$ cat src/rtl/core/igfr_pkg.sv
package igfr_pkg;

   // Receiver modes.
   typedef enum logic [1:0] {
      MODE_IDLE  = 2'd0,
      MODE_RECV  = 2'd1,
      MODE_READY = 2'd2
   } mode_type;

   // Item kinds carried on the action field.
   typedef enum logic [1:0] {
      ACT_BYTE = 2'd0,
      ACT_TICK = 2'd1,
      ACT_READ = 2'd2,
      ACT_NONE = 2'd3
   } action_type;

   // Register indexes on the configuration port.
   localparam logic CSR_SILENCE_TIMEOUT = 1'b0;
   localparam logic CSR_MAX_LENGTH      = 1'b1;

   localparam int CSR_DATA_W = 16;

   localparam logic [15:0] TIMEOUT_RESET = 16'd50;
   localparam logic [7:0]  MAX_LEN_RESET = 8'd128;
   localparam logic [15:0] TIMER_MAX     = 16'hFFFF;

   // Side information that travels with a read from the control logic.
   typedef struct packed {
      logic       last;
      logic [7:0] length;
   } rd_info_type;

endpackage

$ cat src/rtl/core/igfr_store.sv
module igfr_store
   import igfr_pkg::*;
#(
   parameter int DEPTH = 128,
   parameter int AW    = 7
) (
   input  logic          clock,
   input  logic          wr_en,
   input  logic [AW-1:0] wr_addr,
   input  logic [7:0]    wr_data,
   input  logic          rd_en,
   input  logic [AW-1:0] rd_addr,
   output logic [7:0]    rd_data
);

   logic [7:0] store_mem [DEPTH];
   logic [7:0] rd_data_ff;

   // Write port.
   always_ff @(posedge clock) begin
      if (wr_en) begin
         store_mem[wr_addr] <= wr_data;
      end
   end

   // Registered read port; the data holds until the next read.
   always_ff @(posedge clock) begin
      if (rd_en) begin
         rd_data_ff <= store_mem[rd_addr];
      end
   end

   assign rd_data = rd_data_ff;

endmodule

$ cat src/rtl/core/igfr_ctrl.sv
module igfr_ctrl
   import igfr_pkg::*;
#(
   parameter int DEPTH = 128,
   parameter int AW    = 7,
   parameter int CW    = 8
) (
   input  logic                  clock,
   input  logic                  reset,
   input  logic                  accept,
   input  logic [1:0]            action,
   input  logic [7:0]            rx_byte,
   input  logic [15:0]           tick_period,
   input  logic                  csr_we,
   input  logic                  csr_index,
   input  logic [CSR_DATA_W-1:0] csr_wdata,
   output logic                  wr_en,
   output logic [AW-1:0]         wr_addr,
   output logic [7:0]            wr_data,
   output logic                  rd_en,
   output logic [AW-1:0]         rd_addr,
   output rd_info_type           rd_info
);

   localparam int LW = (CW > 8) ? CW : 8;

   mode_type      mode_ff, mode_in;
   logic [CW-1:0] count_ff, count_in;
   logic [15:0]   timer_ff, timer_in;
   logic [AW-1:0] rd_idx_ff, rd_idx_in;
   logic [15:0]   timeout_ff;
   logic [7:0]    max_len_ff;

   action_type    act;
   logic [16:0]   timer_sum;
   logic [LW-1:0] count_ext;
   logic [LW-1:0] max_len_ext;
   logic          room;
   logic [CW:0]   idx_plus;
   logic          last;

   assign act         = action_type'(action);
   assign timer_sum   = {1'b0, timer_ff} + {1'b0, tick_period};
   assign count_ext   = LW'(count_ff);
   assign max_len_ext = LW'(max_len_ff);
   assign room        = (count_ext < max_len_ext) && (count_ext < LW'(DEPTH));
   assign idx_plus    = (CW + 1)'(rd_idx_ff) + (CW + 1)'(1);
   assign last        = idx_plus >= (CW + 1)'(count_ff);

   // Configuration registers.
   always_ff @(posedge clock) begin
      if (reset) begin
         timeout_ff <= TIMEOUT_RESET;
         max_len_ff <= MAX_LEN_RESET;
      end else if (csr_we) begin
         unique case (csr_index)
            CSR_SILENCE_TIMEOUT: timeout_ff <= csr_wdata[15:0];
            CSR_MAX_LENGTH:      max_len_ff <= csr_wdata[7:0];
            default:             timeout_ff <= timeout_ff;
         endcase
      end
   end

   // Next state of the mode, counters and silence timer.
   always_comb begin
      mode_in   = mode_ff;
      count_in  = count_ff;
      timer_in  = timer_ff;
      rd_idx_in = rd_idx_ff;
      if (accept) begin
         unique case (act)
            ACT_BYTE: begin
               if (mode_ff == MODE_IDLE) begin
                  mode_in  = MODE_RECV;
                  timer_in = '0;
                  count_in = CW'(1);
               end else if (mode_ff == MODE_RECV) begin
                  timer_in = '0;
                  if (room) begin
                     count_in = count_ff + CW'(1);
                  end
               end
            end
            ACT_TICK: begin
               if (timer_ff < timeout_ff) begin
                  timer_in = timer_sum[16] ? TIMER_MAX : timer_sum[15:0];
               end else if (mode_ff == MODE_RECV) begin
                  mode_in   = MODE_READY;
                  rd_idx_in = '0;
               end
            end
            ACT_READ: begin
               if (mode_ff == MODE_READY) begin
                  if (last) begin
                     mode_in   = MODE_IDLE;
                     rd_idx_in = '0;
                  end else begin
                     rd_idx_in = AW'(idx_plus);
                  end
               end
            end
            default: begin
               mode_in = mode_ff;
            end
         endcase
      end
   end

   // Store accesses and read side information.
   always_comb begin
      wr_en          = 1'b0;
      wr_addr        = '0;
      wr_data        = rx_byte;
      rd_en          = 1'b0;
      rd_addr        = rd_idx_ff;
      rd_info.last   = last;
      rd_info.length = count_ext[7:0];
      if (accept) begin
         unique case (act)
            ACT_BYTE: begin
               if (mode_ff == MODE_IDLE) begin
                  wr_en = 1'b1;
               end else if (mode_ff == MODE_RECV && room) begin
                  wr_en   = 1'b1;
                  wr_addr = AW'(count_ff);
               end
            end
            ACT_READ: begin
               rd_en = (mode_ff == MODE_READY);
            end
            default: begin
               wr_en = 1'b0;
            end
         endcase
      end
   end

   // Control state registers.
   always_ff @(posedge clock) begin
      if (reset) begin
         mode_ff   <= MODE_IDLE;
         count_ff  <= '0;
         timer_ff  <= '0;
         rd_idx_ff <= '0;
      end else begin
         mode_ff   <= mode_in;
         count_ff  <= count_in;
         timer_ff  <= timer_in;
         rd_idx_ff <= rd_idx_in;
      end
   end

endmodule

$ cat src/rtl/core/idle_gap_frame_receiver_core.sv
// A read beat is registered in the store, then in the output register, before it is sent out.
// One item per cycle while req_stall is low; the frame store has one write and one read port.
// Byte and tick items produce no beat and update state in the cycle they are accepted.
// Reset clears mode, counters, timer and the result pipeline and loads timeout 50 and
// maximum length 128; the frame store is not cleared and needs no clearing pass.
module idle_gap_frame_receiver_core
   import igfr_pkg::*;
#(
   parameter int BUFFER_DEPTH = 128
) (
   input  logic                  clock,
   input  logic                  reset,
   input  logic                  req_valid,
   output logic                  req_stall,
   input  logic [1:0]            req_action,
   input  logic [7:0]            req_rx_byte,
   input  logic [15:0]           req_tick_period,
   output logic                  rsp_valid,
   input  logic                  rsp_stall,
   output logic [7:0]            rsp_frame_byte,
   output logic                  rsp_last_byte,
   output logic [7:0]            rsp_frame_length,
   input  logic                  csr_we,
   input  logic                  csr_index,
   input  logic [CSR_DATA_W-1:0] csr_wdata
);

   localparam int AW = (BUFFER_DEPTH > 1) ? $clog2(BUFFER_DEPTH) : 1;
   localparam int CW = $clog2(BUFFER_DEPTH + 1);

   logic          accept;
   logic          advance;
   logic          wr_en;
   logic [AW-1:0] wr_addr;
   logic [7:0]    wr_data;
   logic          rd_en;
   logic [AW-1:0] rd_addr;
   logic [7:0]    rd_data;
   rd_info_type   rd_info;

   logic          s1_valid_ff;
   rd_info_type   s1_info_ff;
   logic          out_valid_ff;
   logic [7:0]    out_byte_ff;
   logic          out_last_ff;
   logic [7:0]    out_len_ff;

   // The output register moves when empty or when its beat is taken.
   assign advance   = !out_valid_ff || !rsp_stall;
   assign req_stall = s1_valid_ff && !advance;
   assign accept    = req_valid && !req_stall;

   igfr_ctrl #(
      .DEPTH (BUFFER_DEPTH),
      .AW    (AW),
      .CW    (CW)
   ) u_ctrl (
      .clock       (clock),
      .reset       (reset),
      .accept      (accept),
      .action      (req_action),
      .rx_byte     (req_rx_byte),
      .tick_period (req_tick_period),
      .csr_we      (csr_we),
      .csr_index   (csr_index),
      .csr_wdata   (csr_wdata),
      .wr_en       (wr_en),
      .wr_addr     (wr_addr),
      .wr_data     (wr_data),
      .rd_en       (rd_en),
      .rd_addr     (rd_addr),
      .rd_info     (rd_info)
   );

   igfr_store #(
      .DEPTH (BUFFER_DEPTH),
      .AW    (AW)
   ) u_store (
      .clock   (clock),
      .wr_en   (wr_en),
      .wr_addr (wr_addr),
      .wr_data (wr_data),
      .rd_en   (rd_en),
      .rd_addr (rd_addr),
      .rd_data (rd_data)
   );

   // Read-in-flight stage, waiting on the store's registered data.
   always_ff @(posedge clock) begin
      if (reset) begin
         s1_valid_ff <= 1'b0;
      end else if (rd_en) begin
         s1_valid_ff <= 1'b1;
      end else if (advance) begin
         s1_valid_ff <= 1'b0;
      end
   end

   always_ff @(posedge clock) begin
      if (rd_en) begin
         s1_info_ff <= rd_info;
      end
   end

   // Output register for the result beat.
   always_ff @(posedge clock) begin
      if (reset) begin
         out_valid_ff <= 1'b0;
      end else if (advance) begin
         out_valid_ff <= s1_valid_ff;
      end
   end

   always_ff @(posedge clock) begin
      if (advance && s1_valid_ff) begin
         out_byte_ff <= rd_data;
         out_last_ff <= s1_info_ff.last;
         out_len_ff  <= s1_info_ff.length;
      end
   end

   assign rsp_valid        = out_valid_ff;
   assign rsp_frame_byte   = out_byte_ff;
   assign rsp_last_byte    = out_last_ff;
   assign rsp_frame_length = out_len_ff;

endmodule

$ cat config.mk
export PLATFORM = sky130hd
export DESIGN_NAME = idle_gap_frame_receiver_core
export DESIGN_NICKNAME = d
export VERILOG_FILES = /design/src/rtl/core/igfr_pkg.sv /design/src/rtl/core/igfr_store.sv /design/src/rtl/core/igfr_ctrl.sv /design/src/rtl/core/idle_gap_frame_receiver_core.sv
export SDC_FILE = /design/constraint.sdc
export NUM_CORES = 1
export LEC_CHECK = 0
export BUFFER_PORTS_ARGS = -buffer_cell sky130_fd_sc_hd__buf_2
export CAP_MARGIN = 30
export CORE_UTILIZATION = 57
export DETAILED_ROUTE_END_ITERATION = 8
export HOLD_SLACK_MARGIN = 0.03
export PLACE_DENSITY = 0.73
export SYNTH_ARGS = -nofsm -noshare
export SYNTH_HDL_FRONTEND = slang
export SYNTH_HIERARCHICAL = 1
export SYNTH_SLANG_ARGS = --single-unit
export TNS_END_PERCENT = 30
$ cat constraint.sdc
create_clock -name clock -period 3.4 [get_ports clock]
set_input_delay 0.17 -clock clock [delete_from_list [all_inputs] [get_ports clock]]
set_output_delay 0.17 -clock clock [all_outputs]
set_load 0.03 [all_outputs]
* Word-level counts from Yosys, hierarchy flattened
Memories as Yosys holds them, arrays and structs flattened. A register that Yosys moved wholly into a read port is not among the register bits. Index checks and enable logic that the tools add are counted.
Operators by class: magnitude comparators 4, add/subtract/negate cells 3, reductions and logical operators 24, bitwise logic cells 1, equality and inequality tests 11, muxes and demuxes 33
Operator list (count):
- $mux W16 | 4
- $mux W7 | 8
- $pmux W16 S2 | 1
- $mux W8 | 3
- $add A16 B16 Y17 | 1
- $lt A16 B16 Y1 | 1
- $pmux W7 S2 | 1
- $mux W1 | 10
- $mux W2 | 5
- $ne A2 B1 Y1 const B | 5
- $reduce_bool A2 Y1 | 5
- $ge A9 B8 Y1 | 1
- $add A7 B1 Y8 const B | 1
- $add A8 B1 Y8 const B | 1
- $lt A8 B8 Y1 | 1
- $lt A8 B8 Y1 const B | 1
- $reduce_and A4 Y1 | 2
- $reduce_and A7 Y1 | 1
- $pmux W2 S3 | 1
- $logic_and A1 B1 Y1 | 5
- $reduce_and A5 Y1 | 1
- $eq A2 B1 Y1 const B | 2
- $eq A2 B2 Y1 const B | 2
- $logic_not A1 Y1 | 4
- 7 further kinds | 9
Storage, ports and cells: flip-flop bits (word level) 85, input port bits 48, logic and storage cells 90, memories 1, bits in writable memories 1024, output and inout bits 19
Memory list:
- u_store.store_mem | depth 128, width 8, rd ports 1, clocked after memory_dff 1, write ports 1, RTL line igfr_store.sv:16 | logic [7:0] store_mem [DEPTH];

* Logic depth before layout (Yosys ltp)
depth after elaboration 9, mapped depth 14, gate-level depth less buffers 11

* By module
The synthesis kept the hierarchy.
Modules (own cells, without submodules):
- igfr_store | area an instance 39745.6 sq um, cells an instance 1635, sequential area each 30989.7 sq um, times used 1
- igfr_ctrl | area an instance 3971.3 sq um, cells an instance 507, sequential area each 1141.1 sq um, times used 1
- idle_gap_frame_receiver_core | area an instance 867.1 sq um, cells an instance 35, sequential area each 820.8 sq um, times used 1

* Least setup slack after synthesis
Ideal clock, no wire load.
path kind register -> register, from register u_ctrl.count_ff[1], in the netlist u_ctrl/count_ext[1], to memory u_store.store_mem[82][0] (enable), required time 3.017 ns, period minus slack after synthesis 3.391 ns, slack 0.009 ns, stages on the path, launching flop included 11, setup time 0.383 ns, buffers on the path 0, data arrival time 3.007 ns, cells stage by stage dfxtp_1 ha_1 a21o_1 a21o_1 a21o_1 a21o_2 a21oi_1 and2_1 nor2b_1 nand3_1 nor3_1
Between the ends: elaborated cells between the ends (all ways) 14, those cells by class 2 x order compare; 10 x mux; 2 x reduce/logical
RTL lines:
- start: declaration | RTL line igfr_ctrl.sv:28 | logic [CW-1:0] count_ff, count_in;
- start signal: assignment | RTL line igfr_ctrl.sv:147 | count_ff <= count_in;
- $lt A8 B8 Y1 | RTL line igfr_ctrl.sv:46 | assign room = (count_ext < max_len_ext) && (count_ext < LW'(DEPTH));
- $logic_and A1 B1 Y1 * | RTL line igfr_ctrl.sv:46
- $logic_and A1 B1 Y1 * | RTL line igfr_ctrl.sv:123 | end else if (mode_ff == MODE_RECV && room) begin
- $mux W7 * | RTL line igfr_ctrl.sv:123
- $mux W7 * | RTL line igfr_ctrl.sv:121 | if (mode_ff == MODE_IDLE) begin
- $mux W7 * | RTL line igfr_ctrl.sv:119 | unique case (act)
- $mux W7 * | RTL line igfr_ctrl.sv:118 | if (accept) begin
- net wr_addr[4] | RTL line idle_gap_frame_receiver_core.sv:34 | logic [AW-1:0] wr_addr;
- end: declaration | RTL line igfr_store.sv:16
Mark *: on every way through the listed nets, which the timed path passes. The rest lies on a longest branch.

* Worst setup path after layout
from register u_ctrl.max_len_ff[1], in the netlist u_ctrl/max_len_ext[1], to memory u_store.store_mem[23][2] (enable)
Between the ends: elaborated cells between the ends (all ways) 13, those cells by class 1 x order compare; 10 x mux; 2 x reduce/logical
RTL lines:
- start: declaration | RTL line igfr_ctrl.sv:32 | logic [7:0] max_len_ff;
- start signal: assignment | RTL line igfr_ctrl.sv:58 | CSR_MAX_LENGTH: max_len_ff <= csr_wdata[7:0];
- $lt A8 B8 Y1 | RTL line igfr_ctrl.sv:46
- $logic_and A1 B1 Y1 | RTL line igfr_ctrl.sv:46
- $logic_and A1 B1 Y1 | RTL line igfr_ctrl.sv:123
- $mux W7 | RTL line igfr_ctrl.sv:123
- $mux W7 | RTL line igfr_ctrl.sv:121
- $mux W7 | RTL line igfr_ctrl.sv:119
- $mux W7 | RTL line igfr_ctrl.sv:118
- net wr_addr[4] | RTL line idle_gap_frame_receiver_core.sv:34
The timed path passes the listed nets, and every way through them passes these cells.

==> out/summary.log <==
qor: outcome.status complete, but fails checks
qor: outcome.violations_in_the_final_reports setup timing
qor: die.area_of_the_core 77470 sq um
qor: placed_design.dp_worst_setup_slack -0.1843 ns
qor: yosys.synth_compound_area_share 1.900%
qor: cts.path_clk_slew 0.06 ns
qor: cts.cts_tree yes
qor: sta.timing.final.max_slew_violations 0
qor: yosys.synth-simple-area-share 3.587%
qor: hold_path.hp-class in -> reg
qor: yosys.synth_xor_xnor_area_share 0.3536%
qor: cts.root_buffer sky130_fd_sc_hd__clkbuf_16
qor: power.vdd.ir_drop.worst 376.5 uV
qor: layout.antennaDiodeCount 0
qor: power.share_seq_of_total_power 54.7%
qor: layout.finalNetCount 2600
qor: critical_path.rr_startpoint u_ctrl/max_len_ext[1]$_SDFFE_PP0P_
qor: cts.cts.sink_count 1117
qor: cts.clk_latency_worst_skew_pair 0.67 ns
qor: sta.hold_viol 0
qor: die.die_width 281.7 um
qor: layout.area.sequential 32970 sq um
qor: placed_design.dpl.cell_count 3398
qor: hold_path.worstHoldEndpoint s1_valid_ff$_SDFFE_PP0P_
qor: die.die_h 281.7 um
qor: grt.first_global_vias 23250
qor: yosys.asyncSetResetFlopFracSynth 0%
qor: yosys.dominantRegCellSynth sky130_fd_sc_hd__edfxtp_1
qor: yosys.synth_seq_area_share 73.91%
qor: run.max_cap_violations 0
qor: yosys.largest_family_of_logic_cells_by_synthesized_area multiplexers
qor: power.intPower 22.06 mW
qor: layout.final_cells 3632
qor: grt.grt_first_pass_wirelength 152.6 mm
qor: drt.wire_per_inst 28.80 um
qor: grt.antenna_found_initial 6
qor: critical_path.required 3.71 ns
qor: layout.multiInputGateArea 11140 sq um
qor: yosys.synth.cell_area 44580 sq um
qor: yosys.ys_top_cells_by_area sky130_fd_sc_hd__edfxtp_1, sky130_fd_sc_hd__mux4_2, sky130_fd_sc_hd__dfxtp_1, sky130_fd_sc_hd__ha_1, sky130_fd_sc_hd__nor2_1
qor: grt.grtUsageTotal 26.94%
qor: yosys.postSynthCellCount 2177
qor: power.power.clock.fraction 43.2%
qor: yosys.synth_area_per_cell 20.48 sq um
qor: drt.drt-vias-per-instance 6.364
qor: drt.first_iter_violations 2771
qor: yosys.synth.distinct_cells 60
qor: placed_design.detailedPlacementHpwl 65.80 mm
qor: layout.share_of_cells_above_drive_strength_1 34.07%
qor: placed_design.port_buffers 66
qor: drt.drc_errors 0
qor: sta.post-route-min-period 3.407 ns
qor: critical_path.worstSetupEndpointType register
qor: drt.routed_wirelength 104.6 mm
qor: layout.area_growth 16.26%
qor: layout.fillerInstances 4738
qor: drt.route.antenna.remaining_nets 0
qor: cts.inserted_clock_buffers 110
qor: power.power.share.switching 19.96%
qor: drt.firstDrtPassIters 6
qor: yosys.ys_warn_count 6
qor: critical_path.critical_path_type reg -> reg
qor: yosys.yosysTopAreaCellShare 71.26%
qor: yosys.synth-seq-cells 1117
qor: critical_path.reg2regPathDepth 13
qor: yosys.synth.net_count 2277
qor: sta.min_period_over_period 100.2%
qor: drt.vias 23120
qor: grt.global_route.overflow_total 0
qor: critical_path.regToRegSetupSlack -0.007 ns
qor: die.initial_core_util 57.55%
qor: grt.grt_max_degree 128
qor: yosys.post-synth-top-area-cell sky130_fd_sc_hd__edfxtp_1
qor: sta.timing.slew.headroom 40.10%
qor: cts.htree_levels 3
qor: power.leakage 16.48 nW
qor: die.ios 67
qor: sta.worst_clock_skew 0.02256 ns
qor: critical_path.critical_path.reg2reg.endpoint u_store/store_mem[23][2]$_DFFE_PP_
qor: placed_design.gp_congestion 0.8839
qor: critical_path.crit_arrival 3.71 ns
qor: die.std_cell_rows 102
qor: yosys.post_synth_mux_area_share 17.22%
qor: critical_path.worst_setup_path_start_kind register
qor: cts.cts.path.max_buffers 3
qor: yosys.yosys.area_share.adder 1.476%
qor: critical_path.timing.critical_path.fanout_max 8
qor: power.share_comb_of_total_power 2.1%
qor: die.die-area 79340 sq um
qor: yosys.synth_enable_flop_cells 1058
qor: sta.final.setup.worst_slack -0.007311 ns
qor: hold_path.hold_depth 2
qor: hold_path.hold_start reset
qor: power.power_per_cell_area 531.7 nW/um^2
qor: sta.grt_setup_unrepaired yes
qor: sta.clock.fmax 0.2935 GHz
qor: sta.tightestPinTransition 0.8908 ns
qor: power.net-switching-power 5.501 mW
qor: sta.finalSetupViolations 3
==> worst max path at each step <==
stage | endpoint | slack, ns | start
floorplan | u_store/store_mem[82][0]$_DFFE_PP_ | 0.009 | u_ctrl/count_ext[1]$_SDFFE_PP0P_
global placement | u_store/store_mem[67][3]$_DFFE_PP_ | -0.12 | u_ctrl/max_len_ext[1]$_SDFFE_PP0P_
detailed placement | u_store/store_mem[67][1]$_DFFE_PP_ | -0.18 | u_ctrl/max_len_ext[1]$_SDFFE_PP0P_
CTS | u_store/store_mem[70][1]$_DFFE_PP_ | -0.14 | u_ctrl/max_len_ext[1]$_SDFFE_PP0P_
global route | u_store/store_mem[26][3]$_DFFE_PP_ | -0.12 | u_ctrl/max_len_ext[1]$_SDFFE_PP0P_
finish | u_store/store_mem[23][2]$_DFFE_PP_ | -0.007 | u_ctrl/max_len_ext[1]$_SDFFE_PP0P_
==> per-stage QoR <==
step / hold slack [ns] / cell area (sq um) / TNS (ns) / total power, mW / util, %
after floorplan: 0.2424 / 44580 / 0 / 15.68 / -
after global placement: 0.3920 / 47730 / -6.099 / 15.89 / 61.62
after detailed placement: 0.3921 / 47740 / -9.798 / 15.92 / 61.63
after CTS: 0.03389 / 51610 / -4.880 / 27.70 / 66.62
after global routing: 0.06791 / 51830 / -7.303 / 28.28 / 66.91
final: 0.05005 / 51830 / -0.008074 / 27.56 / 66.91
==> logic make-up after synthesis <==
family                   Yosys count
multiplexers                     346
buffers and inverters            153
XOR/XNOR                          18
AND/OR/NAND/NOR                  357
adder cells (fa/ha/maj)           52
flip-flops                      1117
AO/OA/AOI/OAI                    134
==> power by group through the flow <==
stage	combinational, mW	clock (mW)	sequential [mW]
4_1_cts	0.577	12.0	15.1
2_1_floorplan	0.318	0	15.4
3_5_place_dp	0.551	0	15.4
6_report	0.584	11.9	15.1
5_1_grt	0.638	12.6	15.1
3_3_place_gp	0.521	0	15.4
==> cell usage in the layout (no fill, tap or decap), drive strengths merged, types with 5 or more instances in the layout <==
master	instances
and2	9
or4	5
dlygate4sd3	28
nor3	12
mux2	9
a21o	19
a21oi	47
a31oi	7
and3	5
ha	51
mux4	336
nand3	36
nand4	7
clkinv	49
o21ai	29
edfxtp	1058
nor2b	11
inv	46
buf	297
nand2b	12
clkinvlp	11
clkbuf	128
xor2	8
nand2	91
xnor2	10
o211ai	6
nor2	153
or3	10
dfxtp	59
bufinv	9
o31ai	5
==> area by class of cell <==
class                      instances  share of cell area (%)
sequential                      1117                   63.60
multi-input combinational        907                   21.48
timing repair buffer             325                   5.241
clock buffer                     128                   5.622
tap                             1040                   2.510
clock inverter                    76                   1.260
inverter                          39                  0.2824
==> repair_timing <==
item,CTS,global route
setup buffers,0,1
setup endpoints to repair,220,792
gates resized for setup,11,52
pin swaps,0,2
hold endpoints to repair,31,32
hold buffers,27,1
==> synthesized netlist by cell type, types with 12 or more instances <==
cell,count
sky130_fd_sc_hd__a21o_1,18
sky130_fd_sc_hd__nand3_1,36
sky130_fd_sc_hd__nor2_1,153
sky130_fd_sc_hd__inv_1,39
sky130_fd_sc_hd__clkbuf_1,56
sky130_fd_sc_hd__a21oi_1,46
sky130_fd_sc_hd__nand2b_1,12
sky130_fd_sc_hd__o21ai_0,28
sky130_fd_sc_hd__mux4_2,336
sky130_fd_sc_hd__nand2_1,90
sky130_fd_sc_hd__ha_1,51
sky130_fd_sc_hd__buf_2,16
sky130_fd_sc_hd__edfxtp_1,1058
sky130_fd_sc_hd__buf_1,19
sky130_fd_sc_hd__dfxtp_1,59
sky130_fd_sc_hd__buf_4,20
==> critical path: stages, from the launching register on <==
cell	delay (ns)
sky130_fd_sc_hd__dfxtp_1	0.34
sky130_fd_sc_hd__inv_1	0.06
sky130_fd_sc_hd__ha_1	0.27
sky130_fd_sc_hd__a21o_1	0.15
sky130_fd_sc_hd__a21o_1	0.17
sky130_fd_sc_hd__a21o_1	0.19
sky130_fd_sc_hd__a21o_2	0.21
sky130_fd_sc_hd__a21oi_1	0.12
sky130_fd_sc_hd__buf_4	0.19
sky130_fd_sc_hd__buf_4	0.13
sky130_fd_sc_hd__and2_1	0.16
sky130_fd_sc_hd__nor2b_2	0.26
sky130_fd_sc_hd__nand2_1	0.31
sky130_fd_sc_hd__nor2_2	0.48
==> sequential cells by signal, summed over array words and instances, names as in the netlist <==
name and flops:
u_ctrl/max_len_ext 8, s1_valid_ff 1, rsp_frame_byte 8, u_ctrl/timeout_ff 16, u_ctrl/mode_ff 2, u_ctrl/timer_ff 16
u_store/rd_data 8, u_store/store_mem 1024, rsp_valid 1, s1_info_ff 9, rsp_last_byte 1, rsp_frame_length 8
u_ctrl/count_ext 8, u_ctrl/rd_addr 7
==> layer usage <==
metal  routed length (um)  global-route usage, %
met3                10640                  6.463
met5                   47                      0
met1                40120                  37.22
met4                 3104                  9.016
met2                50680                  42.69
Power figures use the tool's default switching activity.
